[config.mk]
export PLATFORM = sky130hd
export DESIGN_NAME = hilbert_curve_index_convert_core_flat
export DESIGN_NICKNAME = d
export VERILOG_FILES = /design/src/rtl/core/hcic_pkg.sv /design/src/rtl/core/hcic_in_if.sv /design/src/rtl/core/hcic_out_if.sv /design/src/rtl/core/hcic_level.sv /design/src/rtl/core/hilbert_curve_index_convert_core.sv /design/src/flat_wrapper.sv
export SDC_FILE = /design/constraint.sdc
export NUM_CORES = 1
export LEC_CHECK = 0
export ABC_AREA = 1
export BUFFER_PORTS_ARGS = -buffer_cell sky130_fd_sc_hd__clkbuf_2
export CORE_ASPECT_RATIO = 1.4
export CORE_MARGIN = 2
export CORE_UTILIZATION = 47
export CTS_CLUSTER_DIAMETER = 200
export CTS_CLUSTER_SIZE = 14
export DETAILED_ROUTE_END_ITERATION = 8
export GPL_TIMING_DRIVEN = 0
export SLEW_MARGIN = 20
export SYNTH_ARGS = -nofsm -noshare
export SYNTH_HDL_FRONTEND = slang
export SYNTH_HIERARCHICAL = 1
export SYNTH_SLANG_ARGS = --single-unit
[constraint.sdc]
create_clock -name clk -period 29.7 [get_ports clk]
set_input_delay 2.97 -clock clk [delete_from_list [all_inputs] [get_ports clk]]
set_output_delay 2.97 -clock clk [all_outputs]
set_load 0.05 [all_outputs]
[src/rtl/core/hcic_pkg.sv]
// Shared constants and types of the Hilbert curve index converter.
`default_nettype none
package hcic_pkg;

	localparam int DIMS_DEF = 2;
	localparam int BITS_DEF = 32;
	localparam int OP_W     = 64;
	localparam int OP_IW    = $clog2(OP_W);

	typedef enum logic {
		CMD_TO_COORD = 1'b0,
		CMD_TO_INDEX = 1'b1
	} hcic_cmd_t;

endpackage
`default_nettype wire

[src/rtl/core/hcic_in_if.sv]
// Request channel of the converter: command and operand.
`default_nettype none
interface hcic_in_if;
	logic                         valid;
	logic                         ready;
	hcic_pkg::hcic_cmd_t          cmd;
	logic [hcic_pkg::OP_W-1:0]    operand_in;

	modport source(output valid, cmd, operand_in, input ready);
	modport sink(input valid, cmd, operand_in, output ready);
endinterface
`default_nettype wire

[src/rtl/core/hcic_out_if.sv]
// Response channel of the converter: converted operand.
`default_nettype none
interface hcic_out_if;
	logic                         valid;
	logic                         ready;
	logic [hcic_pkg::OP_W-1:0]    operand_out;

	modport source(output valid, operand_out, input ready);
	modport sink(input valid, operand_out, output ready);
endinterface
`default_nettype wire

[src/rtl/core/hcic_level.sv]
// One curve level: chunk conversion, child corner update and its stage register.
`default_nettype none
module hcic_level #(
	parameter int DIMS  = hcic_pkg::DIMS_DEF,
	parameter int BITS  = hcic_pkg::BITS_DEF,
	parameter int LEVEL = 0
) (
	input  wire logic                       clk,
	input  wire logic                       arst_n,
	input  wire logic                       in_valid,
	output      logic                       in_ready,
	input  wire hcic_pkg::hcic_cmd_t        in_cmd,
	input  wire logic [hcic_pkg::OP_W-1:0]  in_operand,
	input  wire logic [hcic_pkg::OP_W-1:0]  in_res,
	input  wire logic [DIMS-1:0]            in_start,
	input  wire logic [DIMS-1:0]            in_end,
	output      logic                       out_valid,
	input  wire logic                       out_ready,
	output      hcic_pkg::hcic_cmd_t        out_cmd,
	output      logic [hcic_pkg::OP_W-1:0]  out_operand,
	output      logic [hcic_pkg::OP_W-1:0]  out_res,
	output      logic [DIMS-1:0]            out_start,
	output      logic [DIMS-1:0]            out_end
);
	import hcic_pkg::*;

	localparam int C  = BITS - 1 - LEVEL;
	localparam int TW = $clog2(DIMS);

	function automatic logic [DIMS-1:0] rot_l(input logic [DIMS-1:0] x,
		input logic [TW-1:0] r);
		logic [2*DIMS-1:0] d;
		d = {x, x} << r;
		return d[2*DIMS-1:DIMS];
	endfunction

	function automatic logic [DIMS-1:0] rot_r(input logic [DIMS-1:0] x,
		input logic [TW-1:0] r);
		logic [2*DIMS-1:0] d;
		d = {x, x} >> r;
		return d[DIMS-1:0];
	endfunction

	function automatic logic [DIMS-1:0] gray(input logic [DIMS-1:0] x);
		return x ^ (x >> 1);
	endfunction

	function automatic logic [DIMS-1:0] gray_inv(input logic [DIMS-1:0] g);
		logic [DIMS-1:0] b;
		b[DIMS-1] = g[DIMS-1];
		for (int k = DIMS - 2; k >= 0; k--) begin
			b[k] = b[k+1] ^ g[k];
		end
		return b;
	endfunction

	// Lowest set bit of the travel word; zero when none.
	function automatic logic [TW-1:0] travel_pos(input logic [DIMS-1:0] d);
		logic [TW-1:0] p;
		p = '0;
		for (int k = DIMS - 1; k >= 0; k--) begin
			if (d[k]) begin
				p = TW'(k);
			end
		end
		return p;
	endfunction

	logic [DIMS-1:0]  idx_chunk, crd_chunk, cc, sub_i, si, ei;
	logic [DIMS:0]    ei_wide;
	logic [TW-1:0]    t, ra;
	logic [OP_W-1:0]  res_next;
	logic [DIMS-1:0]  start_next, end_next;

	logic             valid_s1;
	hcic_cmd_t        cmd_s1;
	logic [OP_W-1:0]  operand_s1, res_s1;
	logic [DIMS-1:0]  start_s1, end_s1;

	always_comb begin
		idx_chunk = '0;
		crd_chunk = '0;
		for (int r = 0; r < DIMS; r++) begin
			if (C * DIMS + r < OP_W) begin
				idx_chunk[r] = in_operand[OP_IW'(C * DIMS + r)];
			end
			if (r * BITS + C < OP_W) begin
				crd_chunk[DIMS-1-r] = in_operand[OP_IW'(r * BITS + C)];
			end
		end

		t  = travel_pos(in_start ^ in_end);
		ra = (32'(t) == DIMS - 1) ? '0 : TW'(t + 1'b1);

		res_next = in_res;
		if (in_cmd == CMD_TO_COORD) begin
			sub_i = idx_chunk;
			cc    = rot_l(gray(idx_chunk), ra) ^ in_start;
			for (int r = 0; r < DIMS; r++) begin
				if (r * BITS + C < OP_W) begin
					res_next[OP_IW'(r * BITS + C)] = cc[DIMS-1-r];
				end
			end
		end else begin
			cc    = crd_chunk;
			sub_i = gray_inv(rot_r(crd_chunk ^ in_start, ra));
			for (int r = 0; r < DIMS; r++) begin
				if (C * DIMS + r < OP_W) begin
					res_next[OP_IW'(C * DIMS + r)] = sub_i[r];
				end
			end
		end

		// Child cube corners: entry of the sub-cube and exit clamped to the top.
		si      = (sub_i == '0) ? '0 : ((sub_i - 1'b1) & ~DIMS'(1));
		ei_wide = ({1'b0, sub_i} + 1'b1) | (DIMS+1)'(1);
		ei      = ei_wide[DIMS] ? '1 : ei_wide[DIMS-1:0];

		start_next = rot_l(gray(si), ra) ^ in_start;
		end_next   = rot_l(gray(ei), ra) ^ in_start;
	end

	assign in_ready = !valid_s1 || out_ready;

	always_ff @(posedge clk or negedge arst_n) begin
		if (!arst_n) begin
			valid_s1 <= 1'b0;
		end else if (in_ready) begin
			valid_s1 <= in_valid;
		end
	end

	always_ff @(posedge clk) begin
		if (in_valid && in_ready) begin
			cmd_s1     <= in_cmd;
			operand_s1 <= in_operand;
			res_s1     <= res_next;
			start_s1   <= start_next;
			end_s1     <= end_next;
		end
	end

	assign out_valid   = valid_s1;
	assign out_cmd     = cmd_s1;
	assign out_operand = operand_s1;
	assign out_res     = res_s1;
	assign out_start   = start_s1;
	assign out_end     = end_s1;

endmodule
`default_nettype wire

[src/rtl/core/hilbert_curve_index_convert_core.sv]
// Top level of the Hilbert curve index converter: a chain of one stage per level.
`default_nettype none
// Converts a DIMS*BITS-bit Hilbert curve index into DIMS packed coordinates of
// BITS bits (cmd CMD_TO_COORD) or back (cmd CMD_TO_INDEX); coordinate k sits in
// operand bits k*BITS upward, and bit positions at or above 64 read as zero and
// are dropped. The converter is a pipeline of BITS stages, one per curve level
// from the most significant chunk down; each stage computes its chunk through a
// rotated Gray code and hands the child cube's start and end corners to the next.
// The result of a transaction passes through the stage registers in level order
// and is presented from the last; one transaction can be accepted every cycle
// while the response channel does not stall. Every stage has its own valid bit
// and a ready that opens when the stage is empty or drains, so bubbles close up
// and a stalled response holds the pipeline without loss; the last stage
// register drives the response channel directly. No configuration and no state
// carry from one transaction to the next.
module hilbert_curve_index_convert_core #(
	parameter int DIMS = hcic_pkg::DIMS_DEF,
	parameter int BITS = hcic_pkg::BITS_DEF
) (
	input  wire logic   clk,
	input  wire logic   arst_n,
	hcic_in_if.sink     req,
	hcic_out_if.source  rsp
);
	import hcic_pkg::*;

	// End corner of the root cube.
	localparam int              END_POS = (BITS + 1) % DIMS;
	localparam logic [DIMS-1:0] END0    = {{(DIMS-1){1'b0}}, 1'b1} << END_POS;

	logic              v     [BITS+1];
	logic              rdy   [BITS+1];
	hcic_cmd_t         cmd   [BITS+1];
	logic [OP_W-1:0]   opnd  [BITS+1];
	logic [OP_W-1:0]   res   [BITS+1];
	logic [DIMS-1:0]   st    [BITS+1];
	logic [DIMS-1:0]   en    [BITS+1];

	// Feed the first level from the request channel with the root corners.
	assign v[0]      = req.valid;
	assign req.ready = rdy[0];
	assign cmd[0]    = req.cmd;
	assign opnd[0]   = req.operand_in;
	assign res[0]    = '0;
	assign st[0]     = '0;
	assign en[0]     = END0;

	for (genvar j = 0; j < BITS; j++) begin : g_level
		hcic_level #(
			.DIMS  (DIMS),
			.BITS  (BITS),
			.LEVEL (j)
		) u_level (
			.clk         (clk),
			.arst_n      (arst_n),
			.in_valid    (v[j]),
			.in_ready    (rdy[j]),
			.in_cmd      (cmd[j]),
			.in_operand  (opnd[j]),
			.in_res      (res[j]),
			.in_start    (st[j]),
			.in_end      (en[j]),
			.out_valid   (v[j+1]),
			.out_ready   (rdy[j+1]),
			.out_cmd     (cmd[j+1]),
			.out_operand (opnd[j+1]),
			.out_res     (res[j+1]),
			.out_start   (st[j+1]),
			.out_end     (en[j+1])
		);
	end

	// Drive the response from the last level's register.
	assign rsp.valid       = v[BITS];
	assign rsp.operand_out = res[BITS];
	assign rdy[BITS]       = rsp.ready;

`ifndef SYNTHESIS
	// A draining response leaves every stage free to advance.
	a_flow_through: assert property (@(posedge clk) disable iff (!arst_n)
		rsp.ready |-> req.ready)
		else $error("request stalled while response is drained");

	// An empty first stage always takes a transaction.
	a_first_open: assert property (@(posedge clk) disable iff (!arst_n)
		!v[1] |-> req.ready)
		else $error("first stage empty but request not ready");

	// A new result comes only from an item that stood in the stage before.
	a_result_origin: assert property (@(posedge clk) disable iff (!arst_n)
		$rose(rsp.valid) |-> $past(v[BITS-1] && rdy[BITS-1]))
		else $error("result appeared without a source item");

	// A result that is not taken stays in place.
	a_result_hold: assert property (@(posedge clk) disable iff (!arst_n)
		(rsp.valid && !rsp.ready) |=> (rsp.valid && $stable(rsp.operand_out)))
		else $error("stalled result changed or dropped");
`endif

endmodule
`default_nettype wire
[src/flat_wrapper.sv]
// flat-port wrapper written by rule: the top's interface ports become plain ports
module hilbert_curve_index_convert_core_flat import hcic_pkg::*;
#(
	parameter int DIMS = hcic_pkg::DIMS_DEF,
	parameter int BITS = hcic_pkg::BITS_DEF
)
  (clk, arst_n, req_valid, req_cmd, req_operand_in, req_ready, rsp_valid, rsp_operand_out, rsp_ready);
  hcic_in_if req_i ();
  hcic_out_if rsp_i ();
  input  wire logic clk;
  input  wire logic arst_n;
  input wire logic [$bits(req_i.valid)-1:0] req_valid;
  input wire logic [$bits(req_i.cmd)-1:0] req_cmd;
  input wire logic [$bits(req_i.operand_in)-1:0] req_operand_in;
  output wire logic [$bits(req_i.ready)-1:0] req_ready;
  output wire logic [$bits(rsp_i.valid)-1:0] rsp_valid;
  output wire logic [$bits(rsp_i.operand_out)-1:0] rsp_operand_out;
  input wire logic [$bits(rsp_i.ready)-1:0] rsp_ready;
  assign req_i.valid = req_valid;
  assign req_i.cmd = req_cmd;
  assign req_i.operand_in = req_operand_in;
  assign req_ready = req_i.ready;
  assign rsp_valid = rsp_i.valid;
  assign rsp_operand_out = rsp_i.operand_out;
  assign rsp_i.ready = rsp_ready;
  hilbert_curve_index_convert_core #(.DIMS(DIMS), .BITS(BITS)) u_core (.clk(clk), .arst_n(arst_n), .req(req_i), .rsp(rsp_i));
endmodule
; Word level (Yosys, flattened, before mapping)
; Cells that the tools add are included.
[word_totals]
ff_bits = 1451
latchBits = 0
ramBits = 0
rom_bits = 0
input_bits = 69
out_inout_bits = 66
word_cells = 1024
n_memories = 0
[op_classes]
add_sub_neg = 93
multipliers = 0
n_div = 0
n_lt_le_gt_ge = 0
eq_ne = 0
shift = 122
mux = 203
bitwise_logic = 262
n_reduce_logical = 127
[ops]
columns = operator, n
row1 = 2-bit bitwise XOR, 153
row2 = 4-bit by 1-bit << shifter with 4-bit output, 76
row3 = 2-bit two-way mux, 107
row4 = 2-bit by 1-bit bitwise XOR with 2-bit output, 78
row5 = 4-bit by 1-bit >> shifter with 2-bit output, 31
row6 = 1-bit two-way mux, 96
row7 = "2-bit by 1-bit adder with 3-bit output, second input constant", 31
row8 = 2-bit logical NOT, 31
row9 = "2-bit by 1-bit subtractor with 2-bit output, second input constant", 31
row10 = "4-bit by 1-bit << shifter with 4-bit output, first input constant", 15
row11 = 1-bit logical AND, 32
row12 = 1-bit logical NOT, 32
row13 = 1-bit logical OR, 32
row14 = "1-bit adder, second input constant", 31
row15 = 1-bit bitwise XOR, 31

; Longest topological paths before layout
[logic_depth]
word_depth = 34
ltp_mapped = 65

; Cells and area by module
; The synthesis kept the hierarchy.
[by_module_without_submodules]
columns = mod, instances, cells_per_inst, area_per_inst_um2, seq_area_each_um2
row1 = hcic_level at u_core.g_level[0].u_level ..., 15, 170, 4201.5, 4018.9
row2 = hcic_level at u_core.g_level[17].u_level ..., 14, 202, 4324.1, 4018.9
row3 = hcic_level at u_core.g_level[16].u_level, 1, 195, 4337.9, 4018.9
row4 = hcic_level at u_core.g_level[31].u_level, 1, 200, 4317.9, 4018.9
row5 = hcic_level at u_core.g_level[9].u_level, 1, 161, 4151.5, 4018.9
row6 = hilbert_curve_index_convert_core, 1, 2, 7.5, 0.0

; Least setup slack after synthesis
; No wires, ideal clock.
[synth_path]
path_kind = input to register
from = input rsp_ready
to = register u_core.g_level[0].u_level.cmd_s1 (enable)
setup_ns = 0.669
arrival_time_ns = 12.715
t_required_ns = 29.031
path_slack_ns = 16.317
path_stages = 64
path_cell_list = inv_1 -> nand2_1 -> inv_1 -> nand2_1 -> inv_1 -> nand2_1 -> inv_1 -> nand2_1 -> inv_1 -> nand2_1 -> inv_1 -> nand2_1 -> inv_1 -> nand2_1 -> inv_1 -> nand2_1 -> inv_1 -> nand2_1 -> [... 28 more ...] -> inv_1 -> nand2_1 -> inv_1 -> nand2_1 -> inv_1 -> nand2_1 -> inv_1 -> nand2_1 -> inv_1 -> nand2_1 -> inv_1 -> nand2_1 -> inv_1 -> nand2_1 -> inv_1 -> nand2_1 -> inv_1 -> a21oi_1
[synth_rtl]
columns = element, line_no
row1 = "start, declared", flat_wrapper.sv:18  ; input wire logic [$bits(rsp_i.ready)-1:0] rsp_ready;
row2 = "end signal, assigned", hcic_level.sv:135  ; cmd_s1 <= in_cmd;
row3 = "end, declared", hcic_level.sv:76  ; hcic_cmd_t cmd_s1;

==> tab_implementation.tex <==
\begin{tabular}{lr}
\hline
Metric & Value \\
\hline
\multicolumn{2}{l}{\textbf{Outcome}} \\
Outcome & finished, final reports clean \\
\multicolumn{2}{l}{\textbf{Floorplan}} \\
Standard-cell rows & 196 \\
Area enclosed by the die boundary & 209000 um\^{}2 \\
Initial core utilization & 0.473 \\
Top Ports & 135 \\
Placeable core region & 204000 um\^{}2 \\
Height of the die & 540 um \\
Die Width & 387 um \\
\multicolumn{2}{l}{\textbf{CTS}} \\
Hold-fix buffer count after cts & 0 \\
\# H-tree levels & 4 \\
Buffer count from post-CTS setup fixing & 0 \\
Maximum count of clock buffers along a single path & 3 \\
Clock-pin slew reported for the worst setup and hold paths after clock tree synthesis & 60 ps \\
Cells resized by post-CTS repair & 0 \\
\# clock sinks & 2956 \\
Inserted Clock Buffers & 229 \\
Insertion delay of the later-clocked pin in the worst-skew pair & 830 ps \\
CTS tree & done \\
Cell chosen for the clock root & clkbuf\_16 \\
\multicolumn{2}{l}{\textbf{Yosys}} \\
Mapped Cells & 4581 \\
Synthesized area per cell & 21.0 um\^{}2 \\
Synthesized cell area & 96300 um\^{}2 \\
Count of warnings emitted by yosys & 6 \\
\multicolumn{2}{l}{\textbf{Pwr}} \\
Sequential group share of total power & 0.617 \\
NetSw & 0.00181 W \\
Internal Pwr Total & 0.00682 W \\
Clock network fraction of design power & 0.307 \\
Combinational Power Share & 0.077 \\
Power density over the cells & 78.4 nW/um\^{}2 \\
Switching power as a share of total power & 0.210 \\
IR drop worst, VDD & 53.1 uV \\
Leakage component of the power & 39.5 nW \\
Power after layout & 0.00863 W \\
\multicolumn{2}{l}{\textbf{Setup path}} \\
Worst setup path class & in -> out \\
Data required time at the worst endpoint & 26730 ps \\
Worst stage delay on the critical path & 240 ps \\
Master of the slowest instance on the critical path & clkbuf\_2 \\
Endpoint kind of the worst setup timing path & primary output \\
CP startpoint kind & primary input \\
Worst reg-to-reg setup slack & 22070 ps \\
Data arrival time of the worst path & 9520 ps \\
Crit-path max FO & 2 \\
Length in cells of the worst reg-to-reg path & 67 \\
Reg-to-Reg End & u\_core/g\_level[0].u\_level/out\_res[34] \\
Reg2Reg Launch Point & u\_core/g\_level[31].u\_level/out\_valid \\
\multicolumn{2}{l}{\textbf{GRT}} \\
Maximum number of pins on one net before global-route repair & 33 \\
Antenna violations before repair & 1 \\
First-pass GRT wire length & 168000 um \\
Gr ovfl total & 0 \\
Number of global-route vias before repair & 36.1k \\
GRT Util Overall & 0.0954 \\
\multicolumn{2}{l}{\textbf{Route}} \\
Iteration count of the initial detailed-routing pass & 7 \\
Antenna-violating nets left & 0 \\
Wire length per cell & 12.4 um \\
Violation count after the first detailed-route iteration & 1621 \\
Drc violations & 0 \\
Post-DR vias/cell & 4.53 \\
Routed wire length & 97300 um \\
Total number of vias & 35.5k \\
\multicolumn{2}{l}{\textbf{Layout}} \\
Post-Route Utilization & 0.541 \\
Net count of the finished layout & 5168 \\
Layout Area Growth over Synthesis & 14.3\% \\
Share of post-route cells with drive strength above 1 & 0.141 \\
\multicolumn{2}{l}{\textbf{STA}} \\
Worst slew margin & 0.395 \\
Number of endpoints failing setup at the final stage & 0 \\
Worst setup skew after layout & 46.1 ps \\
Transition time of the tightest slew-check pin & 908 ps \\
Shortest clock period the worst path allows after layout & 12490 ps \\
Post-route fraction of the period consumed by the critical path & 0.420 \\
Setup tns final & 0 ps \\
Final count of pins violating max slew & 0 \\
Unrepaired setup endpoints after global routing & no \\
Highest Clock Rate & 80.1 MHz \\
Count of final hold-check violations & 0 \\
\multicolumn{2}{l}{\textbf{Placement}} \\
HPWL Detailed & 60800 um \\
IO buf count & 102 \\
Placer Congestion & 0.772 \\
\multicolumn{2}{l}{\textbf{Hold path}} \\
Worst hold path cell count & 0 \\
End point of the worst hold path & u\_core/g\_level[19].u\_level/out\_res[9] \\
Critical hold path startpoint & u\_core/g\_level[18].u\_level/out\_res[9] \\
Classification of the worst-slack hold path & reg -> reg \\
\multicolumn{2}{l}{\textbf{Job}} \\
Max\_cap viols & 0 \\
\hline
\end{tabular}
per-stage QoR:
step | setup WS (ps) | hold WS, ps | std cells | instance area (um^2)
finish | 17210 | 390 | 7829 | 110000
global placement | 15450 | 400 | 7429 | 100000
CTS | 17110 | 372 | 7828 | 110000
global route | 16100 | 388 | 7829 | 110000
floorplan | 17960 | 400 | 4654 | 96600
detailed placement | 17160 | 405 | 7540 | 104000
critical path: cells and delay by family:
family	cells	cell delay, ps
buffers and inverters	34	3900
and+or+nand+nor	32	2620
per-layer routing:
metal  vias to the layer above  GRT usage  share of wire
met4                         0     0.0456          0.036
met2                       581      0.179           0.55
met1                     16800     0.0997           0.37
li1                      17800          -              -
met3                       271     0.0225          0.042
met5                         -          0              0
how the worst max path moves through the flow:
stage | from | to | slack, ps
floorplan | rsp_ready | u_core/g_level[0].u_level/out_cmd | 17960
global placement | rsp_ready | u_core/g_level[0].u_level/out_res[34] | 15450
detailed placement | rsp_ready | req_ready | 17160
CTS | rsp_ready | req_ready | 17110
global route | rsp_ready | req_ready | 16100
finish | rsp_ready | req_ready | 17210
cell type report:
cell class | instances | area [um^2]
fillers | 15300 | 93500
flip-flops and latches | 2956 | 88600
multi-input cells | 1408 | 7060
clock buffers | 278 | 6020
repair buffers | 213 | 3570
well taps | 2673 | 3340
inverters | 273 | 1070
clock inverters | 10 | 204
plain buffers | 17 | 185
diodes | 1 | 2.50
power groups by stage:
stage          sequential, W  clock, W  combinational [W]
5_1_grt              0.00537   0.00291           0.000737
4_1_cts              0.00532   0.00277           0.000668
6_report             0.00532   0.00265           0.000662
2_1_floorplan        0.00544         0           0.000439
3_3_place_gp         0.00547         0           0.000536
3_5_place_dp         0.00541         0           0.000667
state kept, by name, summed over array words and instances, names as in the netlist:
name	cells
u_core/g_level.u_level/out_operand	752
u_core/g_level.u_level/out_start	62
u_core/g_level.u_level/out_valid	32
u_core/g_level.u_level/out_cmd	31
u_core/g_level.u_level/out_end	62
u_core/g_level.u_level/out_res	2017
placed cells by master, fill, tap and decap left out, drive strengths merged:
cell       n
edfxtp  2924
nand2    914
clkbuf   379
inv      276
nand3    214
buf      129
nor2      90
conb      75
xor2      48
a21oi     32
dfrtp     32
o21ai     29
clkinv     7
xnor2      2
diode      1
nand4      1
o21bai     1
nand3b     1
ha         1
(Power assumes the default switching activity.)
